===== config.mk =====
export PLATFORM = sky130hd
export DESIGN_NAME = swm_ctrl
export DESIGN_NICKNAME = d
export VERILOG_FILES = /design/src/rtl/swm_pkg.sv /design/src/rtl/swm_ctrl.sv
export VERILOG_INCLUDE_DIRS = /design/src /design/src/rtl
export SDC_FILE = /design/constraint.sdc
export NUM_CORES = 1
export LEC_CHECK = 0
export BUFFER_PORTS_ARGS = -buffer_cell sky130_fd_sc_hd__clkbuf_2
export CAP_MARGIN = 20
export CORE_AREA = 4 4 41 43
export DETAILED_ROUTE_END_ITERATION = 16
export DIE_AREA = 0 0 45 47
export HOLD_SLACK_MARGIN = 0.15
export PLACE_DENSITY = 0.59
export SYNTH_ARGS = -nofsm -noshare
export SYNTH_HDL_FRONTEND = slang
export SYNTH_SLANG_ARGS = --single-unit

===== constraint.sdc =====
create_clock -name clk_i -period 1.6 [get_ports clk_i]
set_input_delay 0.48 -clock clk_i [delete_from_list [all_inputs] [get_ports clk_i]]
set_output_delay 0.48 -clock clk_i [all_outputs]
set_load 0.1 [all_outputs]

===== src/rtl/sliding_window_median_defines.svh =====
// assertion macros shared by the sliding window median rtl
// no dependencies
`ifndef SLIDING_WINDOW_MEDIAN_DEFINES_SVH
`define SLIDING_WINDOW_MEDIAN_DEFINES_SVH

// implication checked on every clock edge outside reset
`define SWM_ASSERT_IMP(lbl, ante, cons) \
  lbl: assert property (@(posedge clk_i) disable iff (!rst_ni) (ante) |-> (cons)) \
    else $error("swm assertion failed");

// next-cycle implication
`define SWM_ASSERT_NXT(lbl, ante, cons) \
  lbl: assert property (@(posedge clk_i) disable iff (!rst_ni) (ante) |=> (cons)) \
    else $error("swm assertion failed");

`endif


===== src/rtl/swm_pkg.sv =====
// shared types for the sliding window median filter
// no dependencies
`timescale 1ns / 1ps

package swm_pkg;

  typedef enum logic [2:0] {
    CMD_NONE,
    CMD_CLEAR,
    CMD_LOAD,
    CMD_REMOVE,
    CMD_ADD,
    CMD_SELECT
  } cmd_e;

  typedef struct packed {
    cmd_e cmd;
    logic start;
  } swm_ctrl_t;

  typedef struct packed {
    logic busy;
    logic full;
  } swm_stat_t;

endpackage


===== src/rtl/swm_ctrl.sv =====
// sequencing state machine for the median filter
// depends on swm_pkg
`timescale 1ns / 1ps
`include "sliding_window_median_defines.svh"

module swm_ctrl (
  input  logic               clk_i,
  input  logic               rst_ni,
  input  logic               in_valid_i,
  output logic               in_ready_o,
  input  logic               cfg_valid_i,
  output logic               cfg_ready_o,
  input  logic               out_ready_i,
  output logic               out_valid_o,
  output logic               cfg_we_o,
  input  swm_pkg::swm_stat_t stat_i,
  output swm_pkg::swm_ctrl_t ctrl_o
);

  typedef enum logic [2:0] {
    S_IDLE, S_REM, S_ADD, S_SEL, S_WAITSEL, S_OUT, S_WAITCLR
  } state_e;

  state_e state_q;
  logic   busy;

  assign busy        = stat_i.busy;
  assign in_ready_o  = (state_q == S_IDLE) && !busy;
  assign cfg_ready_o = (state_q == S_IDLE) && !busy && !in_valid_i;
  assign cfg_we_o    = cfg_valid_i && cfg_ready_o;

  always_comb begin
    ctrl_o.start = 1'b0;
    ctrl_o.cmd   = swm_pkg::CMD_NONE;
    if (cfg_we_o) begin
      ctrl_o.start = 1'b1;
      ctrl_o.cmd   = swm_pkg::CMD_CLEAR;
    end else if (in_valid_i && in_ready_o) begin
      ctrl_o.start = 1'b1;
      ctrl_o.cmd   = swm_pkg::CMD_LOAD;
    end else if (!busy) begin
      case (state_q)
        S_REM: begin
          ctrl_o.start = 1'b1;
          ctrl_o.cmd   = swm_pkg::CMD_REMOVE;
        end
        S_ADD: begin
          ctrl_o.start = 1'b1;
          ctrl_o.cmd   = swm_pkg::CMD_ADD;
        end
        S_SEL: begin
          ctrl_o.start = 1'b1;
          ctrl_o.cmd   = swm_pkg::CMD_SELECT;
        end
        default: ;
      endcase
    end
  end

  always_ff @(posedge clk_i or negedge rst_ni) begin
    if (!rst_ni) begin
      state_q     <= S_IDLE;
      out_valid_o <= 1'b0;
    end else begin
      case (state_q)
        S_IDLE: begin
          if (in_valid_i && in_ready_o) begin
            state_q <= stat_i.full ? S_REM : S_ADD;
          end
        end
        S_REM: if (!busy) state_q <= S_ADD;
        S_ADD: if (!busy) state_q <= S_SEL;
        S_SEL: begin
          // full flag is now the post-load value
          if (!busy) begin
            state_q <= stat_i.full ? S_WAITSEL : S_IDLE;
          end
        end
        S_WAITSEL: begin
          if (!busy) begin
            out_valid_o <= 1'b1;
            state_q     <= S_OUT;
          end
        end
        S_OUT: begin
          if (out_ready_i) begin
            out_valid_o <= 1'b0;
            state_q     <= S_IDLE;
          end
        end
        default: state_q <= S_IDLE;
      endcase
    end
  end

  `SWM_ASSERT_IMP(a_out_state, out_valid_o, state_q == S_OUT)
  `SWM_ASSERT_IMP(a_no_in_busy, in_ready_o, !busy && !out_valid_o)
  `SWM_ASSERT_NXT(a_cfg_idle, cfg_we_o, state_q == S_IDLE && stat_i.busy)

endmodule


==> results of run 1 <==
worst max-delay path, cell delays in order (launching register included):
cell,delay [ns]
dfrtp_1,0.37
or2_4,0.30
nor2b_4,0.12
and2_4,0.15
buf_12,0.16
metrics by stage:
step | power (mW) | hold WS (ns) | cells
3_3_place_gp | 1.15 | 0.294 | 74
3_5_place_dp | 1.16 | 0.293 | 74
4_1_cts | 1.33 | 0.518 | 79
5_1_grt | 1.48 | 0.552 | 83
6_report | 1.42 | 0.545 | 83
2_1_floorplan | 0.852 | 0.184 | 41
power by group:
part           total (mW)  switching (mW)  internal [mW]
Clock               0.126          0.0421         0.0840
Combinational        1.12           0.642          0.476
Sequential          0.172          0.0340          0.138
sequential cells by signal, indices dropped and copies added, names as in the netlist:
| name | flops |
|---|---|
| out_valid_o | 1 |
| state_q | 3 |
metal layers:
metal	global-route usage	share of wire
met4	0	0.018
met3	0.0690	0.068
met5	0	0
met1	0.0963	0.38
met2	0.175	0.53
path summary, 6_finish.rpt:
check                                 start          end  slack, ns  cells after the start
min in group asynchronous            rst_ni   state_q[1]       0.58                      2
worst max register to register   state_q[2]   state_q[0]       0.03                      6
worst min-delay path              stat_i[0]   state_q[2]       0.54                      2
max in group asynchronous            rst_ni   state_q[2]       0.90                      2
worst min register to register  out_valid_o  out_valid_o       0.58                      2
worst max-delay path             state_q[2]     cfg_we_o      -0.23                      4
kinds of logic after synthesis:
| family | share of synthesized area |
|---|---|
| AOI/OAI and AO/OA | 0.243 |
| buffers and inverters | 0.134 |
| and+or+nand+nor | 0.299 |
| muxes | 0.0422 |
| DFF | 0.282 |
cells in the final DEF, fill, tap and decap left out:
master         netlist  layout
a21boi_1             1       1
nor3_2               0       1
or2_4                0       1
o21bai_1             1       1
nor2_4               1       1
o21ai_1              1       1
nor2_1               4       3
nand2_1              1       1
a21oi_1              2       1
o21ai_0              1       1
buf_6                2       3
nor3_1               4       1
dlygate4sd3_1        0       1
nor3_4               0       2
a21oi_2              0       1
and2_4               0       1
and4bb_4             1       1
mux2_4               1       1
a221oi_4             0       1
buf_12               0       8
nor2_2               0       1
nor2b_1              1       1
inv_2                1       1
buf_4                0      10
clkbuf_4             0       3
a31oi_1              2       2
clkbuf_2             0       6
dfrtp_1              4       4
a31o_1               1       1
nor2b_4              1       1
inv_1                3       3
a211oi_1             2       2
nand3b_1             1       1
layout make-up:
type | count | area (um2) | share of cell area
Clock buffer | 3 | 22.5 | 0.0311
Multi-Input combinational cell | 29 | 258 | 0.356
Inverter | 4 | 15.0 | 0.0208
Sequential cell | 4 | 100 | 0.138
Timing Repair Buffer | 28 | 309 | 0.427
Tap cell | 15 | 18.8 | 0.0260
repair_timing:
action	4_1_cts	5_1_grt
gates cloned	0	0
pin swaps	2	1
buffers inserted	1	4
hold buffers	1	0
resized for setup	3	2
hold endpoints to repair	4	0
endpoints found under the setup margin	7	7
==> results.json, run 1 <==
{
  "die_w_um": 45,
  "period_needed_ns": 1.83,
  "drc": 0,
  "violations": "setup timing",
  "tightestPinTransition_ns": 0.239,
  "dr.pass1.iters": 4,
  "rows": 13,
  "grt_max_degree": 13,
  "setup_viol": 7,
  "p_per_area_nw_per_um2": 1960,
  "finalCritPeriodShare": 1.14,
  "ir_worst_vdd_mv": 1.08,
  "mappedNetlistNets": 48,
  "grt_use_total": 0.0967,
  "clockRootBuffer": "clkbuf_4",
  "avgViaCountPerCell": 4.89,
  "cts_tree": "done",
  "nFillCells": 112,
  "cts_max_path_buffers": 2,
  "die_h_um": 47,
  "place_area_um2": 628,
  "drv_cap": 0,
  "worst_clock_skew_ns": 0.00167,
  "nNetsFinal": 77,
  "detail_route.iter0.violations": 6,
  "relSlewSlack": 0.840,
  "final_util": 0.556,
  "crit_type": "flop to primary output",
  "finish.instance_area_um2": 723,
  "slew_viol_final": 0,
  "yosysUniqueCellTypes": 25,
  "layout-drive-gt1-share": 0.632,
  "clk_latency_ns": 0.24,
  "critical_path_required_ns": 1.12,
  "start_util": 0.273,
  "postSynthCellCount": 41,
  "end_kind": "primary output",
  "hold_path_class": "primary input to flop",
  "worstPathMaxFanout": 6,
  "grt_pass1_wl_mm": 1.48,
  "synth_common_cells": "4 x dfrtp_1, 4 x nor2_1, 4 x nor3_1",
  "place_congestion": 0.757,
  "fin_setup_tns_ns": -1.12,
  "grt_setup_unrepaired": "true",
  "cts_buffers": 3,
  "num_antenna_cells": 0,
  "syn_area_um2": 355,
  "cts.sink_count": 4,
  "clock.fmax_ghz": 0.548,
  "pre_cts_ws_ns": -0.325,
  "grt_overflow": 0,
  "synth.largest_area_cell": "dfrtp_1",
  "avgSynthCellArea_um2": 8.67,
  "arrival_ns": 1.35,
  "num_vias": 406,
  "synth_seq_cells": 4,
  "synth_ff_type": "dfrtp_1",
  "wl_mm": 1.05,
  "ys_seq_area_frac": 0.282,
  "area_growth_pct": 104,
  "ant_nets": 0,
  "synth-edff-count": 0,
  "start_kind": "flop",
  "status": "finished, violations left",
  "clkSlewWorstSetupHoldPaths_ns": 0.04,
  "synth.area.top_cells": "dfrtp_1 28%, buf_6 6.3%, nor3_1 5.6%, and4bb_4 4.6%, a211oi_1 4.2%",
  "pin_count": 15,
  "power.leakage_nw": 0.329,
  "core-area_um2": 1300,
  "io_buffers": 14,
  "die_area_um2": 2120,
  "hold_viol": 0,
  "dp_hpwl_um": 761,
  "antenna_found_initial": 0,
  "grt_pass1_vias": 369,
  "yosys_warnings": 0,
  "htree_levels": 1,
  "detail_route.wl_per_cell_um": 12.6,
  "async_flop_share": 1.00,
  "yosys.area.top_type_share": 0.282,
  "setup_slack_ns": -0.226
}
No activity file was read; power rests on OpenSTA's default activity.
==> run 2: changes to the inputs <==
==> constraint.sdc (replaced) <==
create_clock -name clk_i -period 1.6 [get_ports clk_i]
set_input_delay 0.48 -clock clk_i [delete_from_list [all_inputs] [get_ports clk_i]]
set_output_delay 0.48 -clock clk_i [all_outputs]
set_load 0.005 [all_outputs]
==> run 2 against run 1 <==
Effect of this change:
- the run still ends with setup timing left
- via count down 4.7%
- first-iteration DRC count decreased by 33%
- sequential share of layout area is 4.9 points higher
- setup slack gained 0.11 ns
- core utilization is 15 points lower
- routed wire length down 15%
- die area is the same
- non-clock buffer count fell by 4
- cell count decreased by 4.8%
- global-route usage about the same
- critical path depth is 1 higher
==> results.json, run 2 (synthesis results as in run 1) <==
{
  "worstHoldPathCells": 2,
  "io_buffers": 14,
  "clk_latency_ns": 0.23,
  "fin_setup_tns_ns": -0.210,
  "critical_path_required_ns": 1.12,
  "violations": "setup timing",
  "grt_pass1_wl_mm": 1.41,
  "grt_overflow": 0,
  "nNetsFinal": 73,
  "slew_viol_final": 0,
  "period_needed_ns": 1.72,
  "start_util": 0.273,
  "p_per_area_nw_per_um2": 1520,
  "pin_count": 15,
  "ir_worst_vdd_mv": 0.495,
  "setup_slack_ns": -0.118,
  "relSlewSlack": 0.851,
  "critPathBufInv": 2,
  "detail_route.wl_per_cell_um": 11.3,
  "hold_viol": 0,
  "core-area_um2": 1300,
  "cts.sink_count": 4,
  "nFillCells": 139,
  "clock.fmax_ghz": 0.582,
  "worstHoldStart": "stat_i[0]",
  "critPathLaunch": "stat_i[1]",
  "hold_path_class": "primary input to flop",
  "ff2ff_path_depth": 6,
  "top_regs": "state_q: 3 flops, out_valid_o: 1 flops",
  "dr.pass1.iters": 4,
  "num_antenna_cells": 0,
  "die_area_um2": 2120,
  "dp_hpwl_um": 681,
  "area_growth_pct": 50.0,
  "power.leakage_nw": 0.261,
  "crit_slowest_cell": "or2_4",
  "tightestPinTransition_ns": 0.223,
  "grt_use_total": 0.0965,
  "worst_clock_skew_ns": 0.00150,
  "pre_cts_ws_ns": -0.189,
  "wl_um": 892,
  "crit_family": "simple AND/OR/NAND/NOR gates",
  "rr_startpoint": "state_q[1]",
  "start_kind": "primary input",
  "antenna_found_initial": 0,
  "layout_common_cells": "10 x clkbuf_2, 8 x buf_4, 4 x nor2_1, 4 x dfrtp_1, 4 x buf_2",
  "num_vias": 387,
  "setup_viol": 5,
  "finalCritPeriodShare": 1.07,
  "top_register": "state_q",
  "cts_buffers": 3,
  "drc": 0,
  "end_kind": "primary output",
  "die_w_um": 45,
  "final_cell_count_no_fill": 79,
  "htree_levels": 1,
  "cts_max_path_buffers": 2,
  "grt_pass1_vias": 325,
  "min_to": "state_q[2]",
  "reg2reg_slack_ns": 0.04,
  "die_h_um": 47,
  "r2r_end": "state_q[0]",
  "mostFrequentLayoutCell": "clkbuf_2",
  "layout-drive-gt1-share": 0.563,
  "cpPeakStageDelay_ns": 0.30,
  "detail_route.iter0.violations": 4,
  "grt_setup_unrepaired": "true",
  "place_congestion": 0.757,
  "clkSlewWorstSetupHoldPaths_ns": 0.04,
  "crit_type": "primary input to primary output",
  "ant_nets": 0,
  "largest_reg_flops": 3,
  "status": "finished, violations left",
  "avgViaCountPerCell": 4.90,
  "cts_tree": "done",
  "grt_max_degree": 13,
  "drv_cap": 0,
  "clockRootBuffer": "clkbuf_4",
  "worstPathMaxFanout": 6,
  "arrival_ns": 1.24,
  "path_cells": "clkbuf_2 > or2_4 > nor2b_4 > and2_1 > buf_2",
  "dp.cells": 71,
  "final_util": 0.410,
  "rows": 13
}
[run 2: worst max path at each step]
stage / slack, ns / depth (start not counted) / endpoint
final: -0.12 / 5 / cfg_we_o
after global routing: -0.18 / 4 / cfg_we_o
after CTS: -0.13 / 4 / cfg_we_o
after detailed placement: -0.19 / 5 / cfg_we_o
after global placement: -0.16 / 5 / cfg_we_o
after floorplan: 0.04 / 5 / cfg_we_o
[run 2: layout make-up]
| cell class | instances | area [um2] | share of cell area |
|---|---|---|---|
| repair buffers | 24 | 151 | 0.284 |
| multi-input cells | 29 | 225 | 0.423 |
| clock buffers | 3 | 22.5 | 0.0423 |
| well taps | 15 | 18.8 | 0.0352 |
| inverters | 4 | 15.0 | 0.0282 |
| flip-flops and latches | 4 | 100 | 0.188 |
[run 2: what timing repair did]
action	4_1_cts	5_1_grt
pin swaps	2	4
gates resized for setup	2	7
setup endpoints to repair	7	7
buffers inserted	0	4
hold endpoints to repair	4	0
hold buffers	1	0
[run 2: where the power goes]
group          switching, mW  internal (mW)
logic                  0.241          0.279
registers             0.0267          0.138
clock network         0.0399         0.0838
total                  0.308          0.500
[run 2: routing by layer]
layer  vias up  share of wire  wire length, um  GRT usage
met2         9           0.53              471      0.130
li1        192              -                -          -
met3         2          0.034               30     0.0460
met5         -              0                0          0
met4         0          0.013               12     0.0526
met1       184           0.42              377      0.126
[run 2: stage by stage]
step	power, mW	hold WS, ns	area, um2
after global placement	0.584	0.289	449
after detailed placement	0.584	0.290	449
after global routing	0.889	0.541	533
after floorplan	0.463	0.184	355
final	0.808	0.526	533
after CTS	0.726	0.527	489
==> run 3: changes to the inputs <==
Settings changed: SKIP_LAST_GASP from default to 1.
==> run 3 against run 2 <==
Effect of this change:
- the flow still finishes with violations (setup timing)
- routed wire length unchanged
- sequential power about the same
- setup slack unchanged
- flip-flop and latch count unchanged
- first-iteration DRC count unchanged
- maximum frequency unchanged
- count of clock-buffer cells in the layout unchanged
- clock skew unchanged
- via count unchanged
- worst hold slack unchanged
- sequential share of layout area unchanged
- critical path type unchanged
- largest cell class unchanged
==> results.json, run 3 (synthesis results as in run 1) <==
{
  "status": "finished, violations left",
  "violations": "setup timing",
  "num_vias": 387,
  "die_w_um": 45,
  "power_switching_mw": 0.309,
  "grt_pass1_vias": 325,
  "grt_pass1_wl_mm": 1.41,
  "p_per_area_nw_per_um2": 1520,
  "top_regs": "state_q: 3 flops, out_valid_o: 1 flops",
  "die_h_um": 47,
  "cts.sink_count": 4,
  "slew_viol_final": 0,
  "ant_nets": 0,
  "clockRootBuffer": "clkbuf_4",
  "tightestPinTransition_ns": 0.223,
  "io_buffers": 14,
  "crit_family": "simple AND/OR/NAND/NOR gates",
  "top_register": "state_q",
  "period_needed_ns": 1.72,
  "critical_path_required_ns": 1.12,
  "critPathBufInv": 2,
  "area_growth_pct": 50.0,
  "path_cells": "clkbuf_2 > or2_4 > nor2b_4 > and2_1 > buf_2",
  "power.leakage_nw": 0.260,
  "wl_um": 892,
  "crit_path_end": "cfg_we_o",
  "detail_route.wl_per_cell_um": 11.3,
  "num_antenna_cells": 0,
  "pwr-share-seq": 0.203,
  "die_area_um2": 2120,
  "grt_use_total": 0.0965,
  "clkSlewWorstSetupHoldPaths_ns": 0.04,
  "end_kind": "primary output",
  "final_util": 0.410,
  "grt_max_degree": 13,
  "cts_max_path_buffers": 2,
  "start_kind": "primary input",
  "clk_latency_ns": 0.23,
  "nNetsFinal": 73,
  "ir_worst_vdd_mv": 0.495,
  "grt_overflow": 0,
  "layout-drive-gt1-share": 0.563,
  "p_clk_frac": 0.153,
  "cts_buffers": 3,
  "htree_levels": 1,
  "cpPeakStageDelay_ns": 0.30,
  "avgViaCountPerCell": 4.90,
  "p_int_mw": 0.500,
  "ff2ff_path_depth": 6,
  "setup_viol": 5,
  "reg2reg_slack_ns": 0.04,
  "crit_type": "primary input to primary output",
  "hold_viol": 0,
  "drv_cap": 0,
  "finalCritPeriodShare": 1.07,
  "grt_setup_unrepaired": "true",
  "pin_count": 15,
  "dr.pass1.iters": 4,
  "r2r_end": "state_q[0]",
  "finalPower_mw": 0.809,
  "relSlewSlack": 0.851,
  "start_util": 0.273,
  "rows": 13,
  "worst_clock_skew_ns": 0.00150,
  "drc": 0,
  "crit_slowest_cell": "or2_4",
  "place_congestion": 0.757,
  "hold_path_class": "primary input to flop",
  "layout_common_cells": "11 x clkbuf_2, 8 x buf_4, 4 x nor2_1, 4 x dfrtp_1",
  "worstPathMaxFanout": 6,
  "largest_reg_flops": 3,
  "setup_slack_ns": -0.118,
  "core-area_um2": 1300,
  "cts_tree": "done",
  "arrival_ns": 1.24,
  "dp_hpwl_um": 681,
  "hold-worst-slack_ns": 0.526,
  "clock.fmax_ghz": 0.582,
  "antenna_found_initial": 0,
  "mostFrequentLayoutCell": "clkbuf_2",
  "detail_route.iter0.violations": 4,
  "pwr-share-comb": 0.644,
  "critPathLaunch": "stat_i[1]",
  "crit_cells": 5,
  "rr_startpoint": "state_q[1]",
  "switching_share": 0.382
}
==> run 3: changes by cell type in the layout (fill, tap and decap cells not counted), sizes merged <==
cell / delta
buf: -1
clkbuf: +1
==> run 3: worst min-delay path by stage <==
stage | slack, ns | cells past startpoint | endpoint | from
global route | 0.54 | 2 | state_q[2] | stat_i[0]
finish | 0.53 | 2 | state_q[2] | stat_i[0]
detailed placement | 0.29 | 1 | out_valid_o | rst_ni
floorplan | 0.18 | 0 | out_valid_o | rst_ni
global placement | 0.29 | 1 | out_valid_o | rst_ni
CTS | 0.53 | 2 | state_q[2] | stat_i[0]
==> run 3: cell type report <==
type / count / area, um2
fillers: 139 / 768
multi-input cells: 29 / 225
repair buffers: 24 / 151
flip-flops and latches: 4 / 100
clock buffers: 3 / 22.5
well taps: 15 / 18.8
inverters: 4 / 15.0
==> run 3: per-stage QoR <==
stage	worst slack, ns	instance area (um2)	setup TNS (ns)	std cells
5_1_grt	-0.182	533	-0.638	79
3_5_place_dp	-0.189	449	-0.747	71
6_report	-0.118	533	-0.219	79
3_3_place_gp	-0.155	449	-0.612	71
2_1_floorplan	0.0418	355	0	41
4_1_cts	-0.126	489	-0.378	75
==> run 3: routing by layer <==
layer / vias to the layer above / wire (um) / track usage
met3: 2 / 30 / 0.0460
met5: - / 0 / 0
met2: 9 / 471 / 0.130
li1: 192 / - / -
met1: 184 / 377 / 0.126
met4: 0 / 12 / 0.0526
==> run 3: power groups by stage <==
| stage | Combinational [mW] | Clock (mW) | Sequential [mW] |
|---|---|---|---|
| after floorplan | 0.305 | 0 | 0.158 |
| after global placement | 0.424 | 0 | 0.160 |
| after detailed placement | 0.424 | 0 | 0.160 |
| after CTS | 0.433 | 0.129 | 0.164 |
| after global routing | 0.581 | 0.137 | 0.171 |
| final | 0.520 | 0.124 | 0.164 |
==> run 3: timing repair <==
action                     4_1_cts  5_1_grt
gates resized for setup          2        6
hold endpoints to repair         4        0
setup endpoints to repair        7        7
pin swaps                        2        4
buffers inserted                 0        4
hold buffers                     1        0
